<file path="src/rtl/mrd_pkg.sv">
`timescale 1ns / 1ps
`default_nettype none

package mrd_pkg;

  // Ring geometry
  localparam int unsigned RING_DEPTH = 4096;
  localparam int unsigned PTR_W      = $clog2(RING_DEPTH);
  localparam logic [PTR_W-1:0] LAST_PTR = PTR_W'(RING_DEPTH - 1);

  // Command codes
  typedef enum logic [2:0] {
    CMD_PUSH    = 3'd0,
    CMD_POP     = 3'd1,
    CMD_CLEAR   = 3'd2,
    CMD_RESTART = 3'd3,
    CMD_DUMP    = 3'd4
  } cmd_code_e;

  // Input beat
  typedef struct packed {
    logic [2:0] command;
    logic [7:0] push_byte;
  } in_item_t;

  // Output beat
  typedef struct packed {
    logic [7:0] out_byte;
    logic       available;
  } out_item_t;

  // Controller to datapath commands
  typedef struct packed {
    logic push;
    logic pop;
    logic dump;
    logic clear;
    logic restart;
    logic result;
    logic skip_first;
    logic skip_step;
  } dp_cmd_t;

  // Datapath to controller status
  typedef struct packed {
    logic skip_needed;
    logic slot_free;
    logic skip_done;
  } dp_status_t;

  // Pointer increment with wrap
  function automatic logic [PTR_W-1:0] ring_next(input logic [PTR_W-1:0] p);
    return (p == LAST_PTR) ? '0 : p + PTR_W'(1);
  endfunction

endpackage

`default_nettype wire

</file>
<file path="src/rtl/mrd_ctrl.sv">
`timescale 1ns / 1ps
`default_nettype none

// Sequencer: decodes accepted beats and steps the drop-oldest scan
module mrd_ctrl (
  input  wire logic               clk_i,
  input  wire logic               rst_ni,
  input  wire logic               in_valid_i,
  output logic                    in_ready_o,
  input  wire logic [2:0]         in_cmd_i,
  input  wire mrd_pkg::dp_status_t status_i,
  output mrd_pkg::dp_cmd_t        cmd_o
);

  typedef enum logic [3:0] {
    S_IDLE       = 4'b0001,
    S_RESULT     = 4'b0010,
    S_SKIP_START = 4'b0100,
    S_SKIP       = 4'b1000
  } state_e;

  state_e state_q, state_d;
  logic   accept;

  assign in_ready_o = (state_q == S_IDLE);
  assign accept     = in_valid_i && in_ready_o;

  // Next state and command decode
  always_comb begin
    state_d = state_q;
    cmd_o   = '0;
    unique case (state_q)
      S_IDLE: begin
        if (accept) begin
          unique case (in_cmd_i)
            mrd_pkg::CMD_PUSH: begin
              cmd_o.push = 1'b1;
              if (status_i.skip_needed) begin
                state_d = S_SKIP_START;
              end
            end
            mrd_pkg::CMD_POP: begin
              cmd_o.pop = 1'b1;
              state_d   = S_RESULT;
            end
            mrd_pkg::CMD_CLEAR: begin
              cmd_o.clear = 1'b1;
            end
            mrd_pkg::CMD_RESTART: begin
              cmd_o.restart = 1'b1;
            end
            mrd_pkg::CMD_DUMP: begin
              cmd_o.dump = 1'b1;
              state_d    = S_RESULT;
            end
            default: begin
              // unused codes are dropped
            end
          endcase
        end
      end
      S_RESULT: begin
        if (status_i.slot_free) begin
          cmd_o.result = 1'b1;
          state_d      = S_IDLE;
        end
      end
      S_SKIP_START: begin
        cmd_o.skip_first = 1'b1;
        state_d          = S_SKIP;
      end
      S_SKIP: begin
        cmd_o.skip_step = 1'b1;
        if (status_i.skip_done) begin
          state_d = S_IDLE;
        end
      end
      default: begin
        state_d = S_IDLE;
      end
    endcase
  end

  // State register
  always_ff @(posedge clk_i or negedge rst_ni) begin
    if (!rst_ni) begin
      state_q <= S_IDLE;
    end else begin
      state_q <= state_d;
    end
  end

  // A colliding push must enter the scan
  a_push_scan: assert property (@(posedge clk_i) disable iff (!rst_ni)
    cmd_o.push && status_i.skip_needed |=> state_q == S_SKIP_START)
    else $error("colliding push did not start the drop scan");

  // The scan only leaves through skip_done
  a_scan_exit: assert property (@(posedge clk_i) disable iff (!rst_ni)
    state_q == S_SKIP && !status_i.skip_done |=> state_q == S_SKIP)
    else $error("drop scan left early");

endmodule

`default_nettype wire

</file>
<file path="config.mk">
export PLATFORM = sky130hd
export DESIGN_NAME = mrd_ctrl
export DESIGN_NICKNAME = d
export VERILOG_FILES = /design/src/rtl/mrd_pkg.sv /design/src/rtl/mrd_ctrl.sv
export SDC_FILE = /design/constraint.sdc
export NUM_CORES = 1
export LEC_CHECK = 0
export ABC_AREA = 1
export BUFFER_PORTS_ARGS = -buffer_cell sky130_fd_sc_hd__buf_4
export CAP_MARGIN = 20
export CORE_AREA = 2 2 39 41
export DETAILED_ROUTE_END_ITERATION = 7
export DIE_AREA = 0 0 41 43
export GPL_TIMING_DRIVEN = 0
export HOLD_SLACK_MARGIN = 0.02
export PLACE_DENSITY = 0.61
export RECOVER_POWER = 25
export SLEW_MARGIN = 20
export SYNTH_ARGS = -nofsm -noshare
export SYNTH_HDL_FRONTEND = slang
export SYNTH_SLANG_ARGS = --single-unit
</file>
<file path="constraint.sdc">
create_clock -name clk_i -period 1.2 [get_ports clk_i]
set_input_delay 0.18 -clock clk_i [delete_from_list [all_inputs] [get_ports clk_i]]
set_output_delay 0.18 -clock clk_i [all_outputs]
set_load 0.1 [all_outputs]
</file>
Word level (Yosys, flattened, before mapping)
Cells that the tools add are included.
{"block": "totals", "register_bits": 4, "out_inout_bits": 9}
{"block": "op_classes", "n_eq_ne": 13, "mux": 17, "reduce_logical": 4}
{"operator": "4-bit two-way mux", "count": 4}
{"operator": "4-bit case mux with 4 select lines", "count": 1}
{"operator": "5-bit two-way mux", "count": 2}
{"operator": "1-bit two-way mux", "count": 9}
{"operator": "4-bit case mux with 2 select lines", "count": 1}
{"operator": "3-bit by 2-bit == test with 1-bit output, second input constant", "count": 2}
{"operator": "5-bit AND reduction", "count": 1}
{"operator": "4-bit by 1-bit == test with 1-bit output, second input constant", "count": 1}
{"operator": "4-bit by 2-bit == test with 1-bit output, second input constant", "count": 1}
{"operator": "4-bit by 3-bit == test with 1-bit output, second input constant", "count": 1}
{"operator": "4-bit == test, second input constant", "count": 1}
{"operator": "2-bit inequality test, second input constant", "count": 2}
{"operator": "3-bit by 1-bit == test with 1-bit output, second input constant", "count": 1}
{"operator": "3-bit == test, second input constant", "count": 1}
{"operator": "3-bit logical NOT", "count": 1}
{"operator": "3-bit by 2-bit inequality test with 1-bit output, second input constant", "count": 1}
{"operator": "3-bit inequality test, second input constant", "count": 1}
{"operator": "2-bit by 1-bit inequality test with 1-bit output, second input constant", "count": 1}
{"operator": "2-bit OR reduction", "count": 1}
{"operator": "1-bit logical AND", "count": 1}

Longest topological paths before layout
Gate-level depths: netlist of the first run.
{"block": "logic_depth", "word_depth": 5, "depth_mapped": 8, "mapped_depth_nobuf": 8}

Least setup slack after synthesis of the first run
No wires, ideal clock.
{"block": "synth_path", "path_kind": "register -> output", "from": "register state_q[3]", "to": "output port cmd_o[2] in the netlist's numbering", "n_path_buf": 0, "path_slack_ns": -2.430, "path_stages_with_launch": 4, "required_time_ns": 1.020, "t_arrival_ns": 3.450, "path_cell_list": "dfrtp_1 -> nor2_2 -> inv_2 -> nor4_1"}
{"element": "from (decl)", "line": "mrd_ctrl.sv:22", "rtl": "state_e state_q, state_d;"}
{"element": "from (signal assigned)", "line": "mrd_ctrl.sv:89", "rtl": "state_q <= state_d;"}
{"element": "to (decl)", "line": "mrd_ctrl.sv:12", "rtl": "output mrd_pkg::dp_cmd_t cmd_o"}

==> results.py, run 1 <==
metrics = {
    "clocking": {
        "cts_buffer_depth": 2,
        "clk_latency_ps": 240,
        "cts-root-buf": "clkbuf_4",
        "clkSlewWorstSetupHoldPaths_ps": 40,
        "htree_levels": 1,
        "cts_made_buffers": 3,
        "cts_tree": "yes",
        "cts.sinks": 4,
    },
    "sta": {
        "fin_crit_ps": 1680,
        "hold_viol_final": 0,
        "setup_viol": 13,
        "finalWorstSetupSlack_ps": -480,
        "drv_slew": 0,
        "tns_ps": -4690,
        "clock_skew_ps": 0.757,
        "period_share_pct": 140,
        "rsz0062_at_grt": "true",
        "max_freq_mhz": 595,
        "tightestPinTransition_ps": 239,
        "holdWs_ps": 220,
        "relSlewSlack_pct": 84.1,
    },
    "pwr": {
        "power.leakage_uw": 0.000440,
        "ir_drop_mv": 1.70,
        "power.density_nw_per_um2": 2820,
    },
    "run_status": {
        "violations": "setup timing",
        "status": "finished, violations left",
    },
    "cells_and_area": {
        "multi_input_area_um2": 365,
        "top_register": "state_q",
        "layout-drive-gt1-share_pct": 72.4,
        "final_util_pct": 69.1,
        "fin_nets": 108,
        "n_antenna_cell": 0,
        "final_cells": 114,
        "syn_to_final_growth_pct": 138,
        "top_regs": "state_q x4",
        "regArea_um2": 104,
        "nFillCells": 118,
        "largest_reg_flops": 4,
    },
    "global_routing": {
        "antenna_found_initial": 0,
        "grt_start_max_net_pins": 7,
        "grt_overflow": 0,
        "grt_pass1_wl_um": 1970,
        "grtUsageTotal_pct": 16.5,
        "grt_pass1_vias": 512,
    },
    "synth": {
        "syn-mean-instance-area_um2": 7.05,
        "ys_seq_area_share_pct": 25.2,
        "ys_warn_count": 0,
        "netlist_area_um2": 402,
        "synth_edf_count": 0,
        "syn-num-nets": 66,
        "ys_seq_elements": 4,
        "synth_flop_cell": "dfrtp_1",
        "synthArstFlopShare_pct": 100,
        "ys_types": 19,
        "syn-instance-count": 57,
    },
    "routing": {
        "num_vias": 512,
        "dr.pass1.iters": 1,
        "vias_per_cell": 4.49,
        "wirelength_um": 1330,
        "drc": 0,
        "wl_per_cell_um": 11.6,
        "first_iter_violations": 0,
        "ant_nets": 0,
    },
    "setup_path": {
        "end_kind": "primary output",
        "reg2reg_from": "state_q[0]",
        "ff2ff_path_depth": 9,
        "worstSetupPathType": "flop to primary output",
        "critPathMaxFanout": 5,
        "crit_arrival_ps": 1500,
        "crit_slowest_cell": "dfstp_2",
        "regToRegEndpoint": "state_q[1]",
        "rrSetupSlack_ps": -280,
        "cp-endpoint": "cmd_o[5]",
        "crit_chain": "nand2_4 > nor2_8 > nand2_8 > nor4_4 > buf_6",
        "crit_start": "state_q[0]",
        "worst_setup_path_start_kind": "flop",
        "cpPeakStageDelay_ps": 570,
        "cp.required_ps": 1020,
    },
    "placement": {
        "dp_hpwl_um": 761,
        "place_congestion": 0.643,
        "dpl_worst_slack_ps": -452,
        "port-buffer-count": 17,
        "post-place-cells": 90,
    },
    "die": {
        "die_width_um": 41,
        "die-area_um2": 1760,
        "ios": 18,
        "rows": 14,
        "die_h_um": 43,
        "core_um2": 1380,
        "initial_core_util_pct": 29.0,
    },
    "worst_hold_path": {
        "min_path_cells": 4,
        "hold_path_class": "input pin to flop",
    },
    "run": {
        "drv_cap": 0,
    },
}
-- how the worst min path moves through the flow --
stage | from | to | slack [ps]
2_1_floorplan | rst_ni | state_q[1] | -120
3_3_place_gp | rst_ni | state_q[3] | -20
3_5_place_dp | rst_ni | state_q[3] | -20
4_1_cts | status_i[0] | state_q[3] | 220
5_1_grt | status_i[0] | state_q[3] | 240
6_report | status_i[0] | state_q[3] | 220
-- critical path: cells and delay by family (launching register included) --
kind,cells,cell delay (ps)
AND/OR/NAND/NOR,4,430
buffers and inverters,1,260
flip-flops,1,570
-- cells in the mapped netlist (2+ instances only) --
| library cell | n | area share (%) |
|---|---|---|
| inv_2 | 3 | 2.8 |
| nor4_2 | 2 | 6.2 |
| nand2_1 | 9 | 8.4 |
| inv_1 | 9 | 8.4 |
| nor2_1 | 9 | 8.4 |
| dfrtp_1 | 3 | 19 |
| nand3_1 | 6 | 7.5 |
| nand2_2 | 4 | 6.2 |
| nor3_2 | 2 | 5.0 |
-- cells in the final DEF (no fill, tap or decap) --
cell           netlist  layout
buf_4                0      18
buf_6                0      11
nand2_1              9       8
inv_2                3       6
buf_12               0       6
inv_1                9       5
nand2_2              4       4
nand3_1              6       4
nor2_1               9       4
nor2_4               0       3
nor3_4               0       3
nor4_4               0       3
nor2_2               1       3
nand3_2              1       3
clkbuf_4             0       3
clkbuf_1             0       2
dfrtp_2              0       2
nand2_4              1       1
inv_4                0       1
nor2_8               1       1
nand2_8              0       1
o21ai_1              1       1
nand3_4              1       1
nand4_1              1       1
dlygate4sd3_1        0       1
dfstp_2              1       1
dfrtp_1              3       1
-- repair_timing --
action | in CTS | in global routing
endpoints found under the hold margin | 4 | 0
resized for setup | 33 | 10
setup endpoints to repair | 12 | 13
pin swaps | 6 | 5
hold buffers | 1 | 0
buffers inserted | 14 | 5
-- cell type report --
class | instances | share of cell area (%)
well taps | 16 | 2.09
inverters | 12 | 4.97
multi-input cells | 41 | 38.2
flip-flops and latches | 4 | 10.9
clock buffers | 4 | 2.75
repair buffers | 37 | 41.1
-- cells by family (layout without fill, tap and decap cells) --
kind of cell           after synthesis  count (layout)  synth area share [%]
and+or+nand+nor                     40              40                  62.3
buffers and inverters               12              53                  11.2
DFF                                  4               4                  25.2
AOI/OAI and AO/OA                    1               1                  1.24
-- per-stage QoR --
stage / area (um2) / power (uW)
2_1_floorplan: 482 / 1370
3_3_place_gp: 629 / 1580
3_5_place_dp: 629 / 1590
4_1_cts: 890 / 2470
5_1_grt: 956 / 2840
6_report: 956 / 2700
-- report_power, final --
part / total (uW) / internal [uW] / leakage (uW) / switching (uW)
Combinational: 2220 / 1010 / 0.000376 / 1220
Sequential: 288 / 211 / 0.0000480 / 77.3
Clock: 187 / 125 / 0.0000150 / 62.0
Total: 2700 / 1340 / 0.000440 / 1360
-- layer usage --
| metal | part of all wire [%] | vias to the layer above | global-route usage (%) |
|---|---|---|---|
| met5 | 0 | - | 0 |
| met3 | 3.4 | 2 | 2.09 |
| met4 | 1.4 | 0 | 6.00 |
| li1 | - | 263 | - |
| met1 | 37 | 232 | 15.3 |
| met2 | 58 | 15 | 32.5 |
Power figures use the tool's default switching activity.
==> run 2: changes to the inputs <==
Settings changed: PLACE_DENSITY 0.61 to 0.59.
Clock period 1.2 ns to 1.65 ns, I/O delays scaled along.
==> results.py, run 2 (synthesis gave the netlist of run 1 again) <==
metrics = {
    "run_status": {
        "status": "finished, violations left",
        "violations": "setup timing",
    },
    "sta": {
        "drv_slew": 0,
        "period_share_pct": 106,
        "hold_viol_final": 0,
        "relSlewSlack_pct": 81.6,
        "finalWorstSetupSlack_ps": -97.0,
        "fin_crit_ps": 1750,
        "rsz0062_at_grt": "true",
        "max_freq_mhz": 572,
        "setup_viol": 3,
        "tightestPinTransition_ps": 278,
        "clock_skew_ps": 3.31,
    },
    "setup_path": {
        "cpLargestDelayFamily": "simple AND/OR/NAND/NOR gates",
        "worstSetupPathType": "flop to primary output",
        "cp.required_ps": 1400,
        "crit_arrival_ps": 1500,
        "crit_chain": "nor2_4 > inv_4 > nor2_8 > nand2_8 > nor4_4 > buf_6",
        "reg2reg_from": "state_q[0]",
        "crit_start": "state_q[3]",
        "path_buf_inv": 2,
        "critPathMaxFanout": 5,
        "worst_setup_path_start_kind": "flop",
        "end_kind": "primary output",
        "crit_slowest_cell": "dfrtp_2",
        "cpPeakStageDelay_ps": 410,
    },
    "clocking": {
        "cts_made_buffers": 3,
        "cts_buffer_depth": 2,
        "clkSlewWorstSetupHoldPaths_ps": 40,
        "htree_levels": 1,
        "cts.sinks": 4,
        "cts-root-buf": "clkbuf_4",
        "clk_latency_ps": 230,
        "cts_tree": "yes",
    },
    "die": {
        "die_h_um": 43,
        "ios": 18,
        "core_um2": 1380,
        "rows": 14,
        "die-area_um2": 1760,
        "die_width_um": 41,
        "initial_core_util_pct": 29.0,
    },
    "cells_and_area": {
        "final_cell_mix": "buf_4, nand2_1, inv_1",
        "fin_nets": 96,
        "largest_reg_flops": 4,
        "syn_to_final_growth_pct": 103,
        "top_regs": "state_q x4",
        "layout-drive-gt1-share_pct": 60.5,
        "nFillCells": 134,
        "top_register": "state_q",
        "final_common_cell": "buf_4",
        "n_antenna_cell": 0,
        "final_util_pct": 58.9,
        "final_cells": 102,
    },
    "placement": {
        "place_congestion": 0.613,
        "dp_hpwl_um": 742,
        "post-place-cells": 90,
        "port-buffer-count": 17,
    },
    "routing": {
        "vias_per_cell": 4.52,
        "num_vias": 461,
        "ant_nets": 0,
        "drc": 0,
        "dr.pass1.iters": 2,
        "wl_per_cell_um": 9.41,
        "wirelength_um": 960,
        "first_iter_violations": 4,
    },
    "global_routing": {
        "grt_pass1_wl_um": 1590,
        "grt_overflow": 0,
        "grt_start_max_net_pins": 7,
        "grt_pass1_vias": 443,
        "antenna_found_initial": 0,
        "grtUsageTotal_pct": 13.5,
    },
    "pwr": {
        "power.leakage_uw": 0.000372,
        "ir_drop_mv": 0.936,
        "power.density_nw_per_um2": 1900,
    },
    "worst_hold_path": {
        "hold_path_class": "input pin to flop",
        "holdCritStartpoint": "status_i[0]",
    },
    "run": {
        "drv_cap": 0,
    },
}
[run 2: path summary, 6_finish.rpt]
path                                   end  slack [ps]  depth (start not counted)
worst min-delay path            state_q[3]         330                          4
max in group asynchronous       state_q[0]        1040                          2
worst max register to register  state_q[0]         370                          8
worst max-delay path              cmd_o[4]        -100                          6
worst min register to register  state_q[0]         620                          3
min in group asynchronous       state_q[3]         360                          2
[run 2: power by group]
part / total (uW) / internal (uW) / switching (uW) / leakage, uW
Sequential: 199 / 153 / 45.5 / 0.0000480
Clock: 130 / 90.7 / 39.3 / 0.0000150
Combinational: 1220 / 449 / 771 / 0.000308
Total: 1550 / 693 / 856 / 0.000372
[run 2: worst reg2reg max path, cell delays in order, from the launching register on]
cell and delay, ps:
dfstp_2 560, buf_6 140, nor2_4 50, nand3_1 120, nand2_1 70, inv_1 100
nand3_2 90, nand2_1 60, nand2_1 40
[run 2: per-layer routing]
metal  track usage (%)  routed length [um]  vias up
met1              12.4                 350      206
met5                 0                   0        -
met4              8.00                   0        0
met3              4.19                  56        0
li1                  -                   -      240
met2              23.8                 553       15
[run 2: final cells by class]
| cell class | instances | area [um2] | area share [%] |
|---|---|---|---|
| Clock buffer | 4 | 26.3 | 3.23 |
| Inverter | 12 | 47.5 | 5.84 |
| Multi-Input combinational cell | 41 | 353 | 43.3 |
| Sequential cell | 4 | 104 | 12.7 |
| Tap cell | 16 | 20.0 | 2.46 |
| Timing Repair Buffer | 25 | 264 | 32.4 |
[run 2: per-stage QoR]
stage                     area (um2)  setup slack, ps  hold slack [ps]  setup TNS, ps  total power [uW]
after floorplan                  482             -823            -48.1          -3510              1000
after global placement           629            -64.2             44.3           -158              1150
after detailed placement         629            -70.7             45.4           -150              1160
after CTS                        810             -113              330           -311              1520
after global routing             815             -192              347           -689              1650
final                            815            -97.0              328           -232              1550
[run 2: timing repair]
action / CTS / global route
hold buffers: 1 / 0
hold endpoints to repair: 4 / 0
gates resized for setup: 25 / 2
pin swaps: 5 / 4
buffers inserted: 7 / 0
setup endpoints to repair: 7 / 8
